[config.mk]
export PLATFORM = sky130hd
export DESIGN_NAME = sccacc_div
export DESIGN_NICKNAME = d
export VERILOG_FILES = /design/src/sccacc_pkg.sv /design/src/sccacc_div.sv
export SDC_FILE = /design/constraint.sdc
export NUM_CORES = 1
export LEC_CHECK = 0
export BUFFER_PORTS_ARGS = -buffer_cell sky130_fd_sc_hd__buf_4
export CAP_MARGIN = 20
export CORE_MARGIN = 2
export CORE_UTILIZATION = 47
export CTS_CLUSTER_SIZE = 10
export DETAILED_ROUTE_END_ITERATION = 7
export PLACE_DENSITY = 0.73
export SYNTH_ARGS = -nofsm -noshare
export SYNTH_HDL_FRONTEND = slang
export SYNTH_SLANG_ARGS = --single-unit
[constraint.sdc]
create_clock -name clk -period 4.4 [get_ports clk]
set_input_delay 0.66 -clock clk [delete_from_list [all_inputs] [get_ports clk]]
set_output_delay 0.66 -clock clk [all_outputs]
set_load 0.05 [all_outputs]
[src/sccacc_pkg.sv]
// Package for the span collision centroid accumulator.
// Types, widths and opcodes shared by the channel interfaces and modules.
package sccacc_pkg;
	localparam int SLOTS_DEF = 16;
	localparam int SUM_W     = 48;
	localparam int CNT_W     = 16;
	localparam int EMIT_MAX  = 16;

	localparam logic [1:0] OP_ACC   = 2'd0;
	localparam logic [1:0] OP_CLEAR = 2'd1;
	localparam logic [1:0] OP_FIN   = 2'd2;

	typedef struct packed {
		logic [1:0]         op;
		logic [3:0]         slot_a;
		logic [3:0]         slot_b;
		logic signed [15:0] row_y;
		logic signed [15:0] span_start;
		logic signed [15:0] span_end;
		logic [15:0]        poly_a;
		logic [15:0]        poly_b;
	} in_item_t;

	typedef struct packed {
		logic [3:0]         slot_index;
		logic signed [47:0] centroid_x;
		logic signed [47:0] centroid_y;
		logic [15:0]        coverage;
		logic [15:0]        partner_poly;
		logic               nonempty;
		logic               last;
	} out_item_t;

	// divider control
	typedef struct packed {
		logic start;
		logic busy;
		logic done;
	} div_ctl_t;
endpackage

[src/sccacc_div.sv]
// Restoring divider, one quotient bit per cycle, signed dividend by
// unsigned 16-bit divisor, truncating toward zero. Depends on sccacc_pkg.
module sccacc_div (
	input  logic                             clk,
	input  logic                             arst_n,
	input  logic                             start,
	input  logic [sccacc_pkg::SUM_W-1:0]     dividend,
	input  logic [sccacc_pkg::CNT_W-1:0]     divisor,
	output logic                             done,
	output logic [sccacc_pkg::SUM_W-1:0]     quotient
);
	import sccacc_pkg::*;
	localparam int BW = $clog2(SUM_W + 1);

	logic [SUM_W-1:0] q_q;
	logic [CNT_W:0]   rem_q;
	logic [CNT_W-1:0] dvs_q;
	logic             neg_q;
	logic [BW-1:0]    cnt_q;
	logic             busy_q;
	logic [CNT_W:0]   trial;
	logic [CNT_W:0]   diff;

	assign trial = {rem_q[CNT_W-1:0], q_q[SUM_W-1]};
	assign diff  = trial - {1'b0, dvs_q};

	always_ff @(posedge clk or negedge arst_n) begin
		if (!arst_n) begin
			busy_q <= 1'b0;
			cnt_q  <= '0;
			done   <= 1'b0;
		end else begin
			done <= 1'b0;
			if (start) begin
				busy_q <= 1'b1;
				cnt_q  <= BW'(SUM_W);
			end else if (busy_q) begin
				cnt_q <= cnt_q - 1'b1;
				if (cnt_q == BW'(1)) begin
					busy_q <= 1'b0;
					done   <= 1'b1;
				end
			end
		end
	end

	always_ff @(posedge clk) begin
		if (start) begin
			neg_q <= dividend[SUM_W-1];
			q_q   <= dividend[SUM_W-1] ? (~dividend + 1'b1) : dividend;
			rem_q <= '0;
			dvs_q <= divisor;
		end else if (busy_q) begin
			if (!diff[CNT_W]) begin
				rem_q <= diff;
				q_q   <= {q_q[SUM_W-2:0], 1'b1};
			end else begin
				rem_q <= trial;
				q_q   <= {q_q[SUM_W-2:0], 1'b0};
			end
		end
	end

	assign quotient = neg_q ? (~q_q + 1'b1) : q_q;
endmodule

==> results of run 1 <==
-- power by group through the flow --
stage	logic, W	registers, W	clock network, W
2_1_floorplan	0.00102	0.00115	0
3_3_place_gp	0.00135	0.00118	0
3_5_place_dp	0.00137	0.00119	0
4_1_cts	0.00138	0.00117	0.000898
5_1_grt	0.00148	0.00119	0.000933
6_report	0.00138	0.00118	0.000881
-- stage by stage --
step | setup TNS (ps) | hold WS [ps] | power, W
floorplan | 0 | 364 | 0.00217
global placement | 0 | 482 | 0.00253
detailed placement | 0 | 483 | 0.00256
CTS | 0 | 109 | 0.00345
global route | -1.44 | 110 | 0.00361
finish | 0 | 115 | 0.00344
-- registers in the layout, summed over array words and instances, names as in the netlist --
| name | flops |
|---|---|
| busy_q | 1 |
| cnt_q | 6 |
| done | 1 |
| dvs_q | 16 |
| neg_q | 1 |
| q_q | 48 |
| rem_q | 16 |
-- layout make-up --
cell class              instances  area [um^2]
multi-input cells             557         3720
flip-flops and latches         89         2470
repair buffers                122          936
inverters                      29          109
clock buffers                   9          225
clock inverters                 7          119
fillers                      1175         5490
well taps                     176          220
-- worst min-delay path by stage --
stage | endpoint | slack, ps
3_5_place_dp | done$_DFF_PN0_ | 480
5_1_grt | cnt_q[2]$_DFFE_PN0P_ | 110
2_1_floorplan | busy_q$_DFF_PN0_ | 360
4_1_cts | busy_q$_DFF_PN0_ | 110
6_report | cnt_q[2]$_DFFE_PN0P_ | 110
3_3_place_gp | done$_DFF_PN0_ | 480
-- worst max-delay path: stages, from the launching register on --
cell      delay [ps]
edfxtp_1         460
or4_4            550
or3_1            350
or3_1            480
or4_4            560
nand3b_4         240
o41ai_4          270
xnor2_1          170
buf_4            220
-- layer usage --
layer	GRT usage [%]	vias to the layer above	routed length (um)
met4	9.38	0	490
met2	34.1	205	7410
met1	27.6	2608	6810
met5	0	-	0
met3	3.34	38	919
li1	-	2788	-
-- timing repair --
action | CTS | global route
gates resized for setup | 0 | 3
hold endpoints to repair | 0 | 0
setup endpoints to repair | 0 | 2
-- cell families (layout without fill, tap and decap cells) --
group,after synthesis,count (layout),share of synthesized area [%]
mux,14,14,2.20
fa+ha+maj,21,21,4.21
simple gates,223,223,17.4
xor+xnor,109,109,14.9
compound gates,190,190,19.0
flops,89,89,38.5
buf+inv,64,167,3.82
-- cells in the final DEF (no fill, tap or decap), types with 5 or more instances in the layout --
cell and count:
nor4_1 5, dfrtp_1 8, or4_1 14, edfxtp_1 65
nand2_1 45, buf_4 121, nor2_1 81, xor2_1 50
and2_1 5, nand3_1 7, ha_1 20, o41ai_1 13
mux2i_1 13, or2_2 7, xnor2_1 59, nand2b_1 12
a21oi_1 64, o31ai_1 32, clkbuf_16 9, or3_1 19
inv_1 29, o21ai_0 40, dfxtp_1 16, a211oi_1 14
nor3_1 12
==> summary.md, run 1 <==
| Metric | Value |
|---|---|
| Max frequency | 0.233 GHz |
| Initial Util | slightly below 50% |
| Dominant synthesized flop cell | edfxtp_1 |
| CP startpoint | q_q[5]$_DFFE_PP_ |
| P_int | roughly 0.0021 W |
| Number of max-slew violations in the final report | 0 |
| Post-Route WL | 15.6 mm |
| EDFF count, synth | 65 |
| Average size of a mapped cell | 9.04 um^2 |
| CP startpoint kind | flop |
| HP Class | in2async |
| Core footprint | 13300 um^2 |
| Fraction of layout cells with a size suffix above 1 | 19.4% |
| PortBufs | 115 |
| Post-synthesis cell count | 710 |
| GRT overflow | 0 |
| Number of DRC markers in iteration 0 | 400 |
| Clock share of power | 25.6% |
| Worst Reg-to-Reg Cells | 11 |
| Worst vdd ir | around 0.34 mV |
| First-pass GRT wire length | between 20 and 25 mm |
| Max-slew headroom | just under 50% |
| Hpwl dp | 11.7 mm |
| I/O Pins | 116 |
| Largest net degree at the start of global routing | 82 |
| CTS max path bufs | 2 |
| Final core occ | 58.7% |
| Height of the die | 121 um |
| Final worst setup slack | roughly 100 ps |
| Post-synth top area cell | edfxtp_1 |
| Die width | 121 um |
| Power per cell area | about 440 nW/um^2 |
| Period utilization | 97.7% |
| Sequential share of the synthesized area | between 30% and 40% |
| CTS Buf Count | 9 |
| CP Max Fanout | 7 |
| R2r setup slk | about 1300 ps |
| DRC | 0 |
| Final hold viol count | 0 |
| Leak Pwr | 3.16 nW |
| GPL Wtd Cong | 0.883 |
| Crit path capture type | primary output |
| Setup Crit Path Kind | reg2out |
| Total Nets Final | 896 |
| Top post-synthesis cells by count | nor2_1 (81), edfxtp_1 (65), a21oi_1 (64) |
| Total Routing Usage GR | between 20% and 30% |
| Sequential share of power | 34.2% |
| Placed Area | 7420 um^2 |
| Row count | 42 |
| CTS Hold Bufs | 0 |
| Sw Ratio | a little under two fifths |
| Final instance area | roughly 7800 um^2 |
| Vias in the first global route | 5166 |
| Avg WL per Cell | 15.8 um |
| CTS tree | yes |
| Syn nets | 798 |
| Worst skew pair latency | 350 ps |
| CTS root buf | clkbuf_16 |
| Final setup violation count | 0 |
| Count leader, synth | nor2_1 |
| Arr. time, crit path | 3640 ps |
| Reg2reg end | rem_q[0]$_SDFFE_PP0P_ |
| Clk sinks | 89 |
| Cell Area, Synth | approximately 6400 um^2 |
| Vias | 5639 |
| Switching power | 0.00131 W |
| Setup bufs post-CTS | 0 |
| Vias per cell | 5.70 |
| Number of max-cap violations | 0 |
| CP Data Required Time | ~3700 ps |
| Non-filler cells, final | 989 |
| Top cells by area, synth | edfxtp_1 (30%), xnor2_1 (8.0%), xor2_1 (6.8%), a21oi_1 (5.0%), dfxtp_1 (5.0%) |
| Async SR Flop Fraction | 8.99% |
| Tmin final | 4300 ps |
| Comb pwr share | 40.2% |
| CP Capture Point | quotient[40] |
| Status | complete, no violations |
| DP Worst Slack | 494 ps |
| Die ar. | approximately 15000 um^2 |
| Clock slew seen by the registers of the worst setup and hold paths | ~70 ps |
| Area delta synth->final | 21.5% |
| Post-synth top area share | 30.4% |
| Antenna diodes | 0 |
| Synth warn | 0 |
| Pre-antenna DRT Iters | 5 |
| H-tree depth | 3 |
| Synth unique cells | 56 |
| Initial antenna violation count | 0 |
| Final Skew | 8.72 ps |
| ANT nets after route | 0 |
| Cells after DPL | 972 |
| Worst slew pin tran | 772 ps |
| Synth Register Bits | 89 |
| R2R Path Start | q_q[47]$_DFFE_PP_ |
No activity file was read; power rests on OpenSTA's default activity.
==> run 2, diff against run 1 <==
SETUP_SLACK_MARGIN = 0.15   (was default)
==> summary.md, run 2 (synthesized netlist as in run 1, its figures left out) <==
| Metric | Value |
|---|---|
| Status | complete, no violations |
| Area delta synth->final | 21.8% |
| PortBufs | 115 (unchanged) |
| CP startpoint kind | flop |
| Fraction of layout cells with a size suffix above 1 | 19.8% (+0.32 points) |
| Most frequent cells in the layout | buf_4 (123), nor2_1 (81), edfxtp_1 (65), a21oi_1 (64), xnor2_1 (59) |
| Final worst setup slack | 188 ps (+85.7 ps) |
| Vias per cell | 5.72 (+0.29%) |
| RSZ-0062 raised after global routing | true |
| Worst slew pin tran | 778 ps (+6.13 ps) |
| Sequential cell area | 2470 um^2 (unchanged) |
| Clk sinks | 89 (unchanged) |
| Power per cell area | 440 nW/um^2 (-0.22%) |
| Non-filler cells, final | 991 (+0.20%) |
| Avg WL per Cell | 15.8 um (-0.21%) |
| Worst Reg-to-Reg Cells | 11 (unchanged) |
| Fillers | 1175 (unchanged) |
| Clock share of power | 25.6% (about the same) |
| Number of DRC markers in iteration 0 | 385 (-3.8%) |
| GRT overflow | 0 (unchanged) |
| I/O Pins | 116 (unchanged) |
| Worst skew pair latency | 350 ps (about the same) |
| Final Skew | 8.70 ps (-0.0189 ps) |
| Row count | 42 (unchanged) |
| CTS Buf Count | 9 (unchanged) |
| Max frequency | 0.237 GHz (+2.0%) |
| P_int | 0.00213 W (+0.12%) |
| Post-Route WL | 15.6 mm (about the same) |
| Crit path capture type | primary output |
| Sequential share of power | 34.2% (about the same) |
| CTS root buf | clkbuf_16 |
| Height of the die | 121 um (unchanged) |
| Number of max-slew violations in the final report | 0 (unchanged) |
| Cells after DPL | 972 (unchanged) |
| Switching power | 0.00131 W (about the same) |
| Vias in the first global route | 5166 (unchanged) |
| Total Nets Final | 898 (+0.22%) |
| Pre-antenna DRT Iters | 5 (unchanged) |
| Antenna diodes | 0 (unchanged) |
| DRC | 0 (unchanged) |
| CTS max path bufs | 2 (unchanged) |
| CP Max Fanout | 7 (unchanged) |
| H-tree depth | 3 (unchanged) |
| DP Worst Slack | 494 ps (unchanged) |
| Leak Pwr | 3.17 nW (+0.35%) |
| CTS tree | yes |
| Setup Crit Path Kind | reg2out |
| Top flop regs | q_q x48, dvs_q x16, rem_q x16 |
| CTS Hold Bufs | 0 (unchanged) |
| Tmin final | 4210 ps (-85.7 ps) |
| Clock slew seen by the registers of the worst setup and hold paths | 70 ps (about the same) |
| Top reg by flops | q_q |
| HP Class | in2async |
| Setup TNS | 0 ps (unchanged) |
| Comb pwr share | 40.3% (about the same) |
| Largest register FFs | 48 (unchanged) |
| Final setup violation count | 0 (unchanged) |
| Initial Util | 48.3% (unchanged) |
| First-pass GRT wire length | 24.6 mm (unchanged) |
| Initial antenna violation count | 0 (unchanged) |
| Arr. time, crit path | 3550 ps (-90 ps) |
| CP Data Required Time | 3740 ps (about the same) |
| Final core occ | 58.8% (+0.15 points) |
| Hpwl dp | 11.7 mm (unchanged) |
| ANT nets after route | 0 (unchanged) |
| Die width | 121 um (unchanged) |
| GPL Wtd Cong | 0.883 (unchanged) |
| Final hold viol count | 0 (unchanged) |
| Number of max-cap violations | 0 (unchanged) |
| Most common cell after layout, fill and taps aside | buf_4 |
| Sw Ratio | 38.2% (-0.053 points) |
| Period utilization | 95.7% (-1.9 points) |
| Total Routing Usage GR | 21.0% (unchanged) |
| Worst vdd ir | 0.336 mV (about the same) |
| Die ar. | 14600 um^2 (unchanged) |
| Largest net degree at the start of global routing | 82 (unchanged) |
| Core footprint | 13300 um^2 (unchanged) |
| Max-slew headroom | 48.1% (-0.41 points) |
| Vias | 5667 (+0.50%) |
| Area of the multi-input gates | 3730 um^2 (+0.13%) |
[run 2: cell count changes in the layout (fill, tap and decap cells not counted), sizes merged]
cell | previous run | this run
buf | 122 | 124
[run 2: path summary, 6_finish.rpt]
| kind | start | to | slack (ps) |
|---|---|---|---|
| worst min-delay path | arst_n | cnt_q[2]$_DFFE_PN0P_ | 110 |
| worst max register to register | q_q[47]$_DFFE_PP_ | rem_q[0]$_SDFFE_PP0P_ | 1270 |
| worst min register to register | rem_q[9]$_SDFFE_PP0P_ | rem_q[9]$_SDFFE_PP0P_ | 500 |
| worst max-delay path | q_q[5]$_DFFE_PP_ | quotient[40] | 190 |
| max in group asynchronous | arst_n | cnt_q[3]$_DFFE_PN0P_ | 4160 |
| min in group clk | divisor[13] | dvs_q[13]$_DFFE_PP_ | 480 |
[run 2: critical path, cell delays in order (launching register included)]
cell and delay [ps]:
edfxtp_1 450, or4_4 550, or3_1 350, or3_4 420
or4_4 530, nand3b_4 240, o41ai_4 270, xnor2_1 170
buf_4 220
[run 2: power groups by stage]
stage / sequential [W] / clock, W / combinational, W
finish: 0.00118 / 0.000879 / 0.00138
global placement: 0.00118 / 0 / 0.00135
CTS: 0.00117 / 0.000898 / 0.00138
floorplan: 0.00115 / 0 / 0.00102
global route: 0.00119 / 0.000933 / 0.00149
detailed placement: 0.00119 / 0 / 0.00137
[run 2: repair_timing]
| item | in CTS | in global routing |
|---|---|---|
| setup endpoints to repair | 2 | 14 |
| hold endpoints to repair | 0 | 0 |
| resized for setup | 1 | 3 |
| setup buffers | 0 | 2 |
[run 2: stage by stage]
| stage | cell area (um^2) | power (W) | hold slack [ps] |
|---|---|---|---|
| after CTS | 7770 | 0.00345 | 109 |
| final | 7820 | 0.00344 | 115 |
| after global placement | 7420 | 0.00253 | 482 |
| after global routing | 7820 | 0.00361 | 110 |
| after floorplan | 6420 | 0.00217 | 364 |
| after detailed placement | 7420 | 0.00256 | 483 |
[run 2: per-layer routing]
| metal | wire, um | GRT usage, % | vias up |
|---|---|---|---|
| met5 | 0 | 0 | - |
| met4 | 487 | 9.38 | 0 |
| met3 | 953 | 3.34 | 35 |
| met2 | 7420 | 34.1 | 215 |
| met1 | 6770 | 27.6 | 2625 |
| li1 | - | - | 2792 |
[run 2: final cells by class]
| class | instances | area share, % |
|---|---|---|
| repair buffers | 124 | 12.2 |
| clock buffers | 9 | 2.88 |
| flip-flops and latches | 89 | 31.6 |
| inverters | 29 | 1.39 |
| multi-input cells | 557 | 47.6 |
| clock inverters | 7 | 1.52 |
| well taps | 176 | 2.82 |
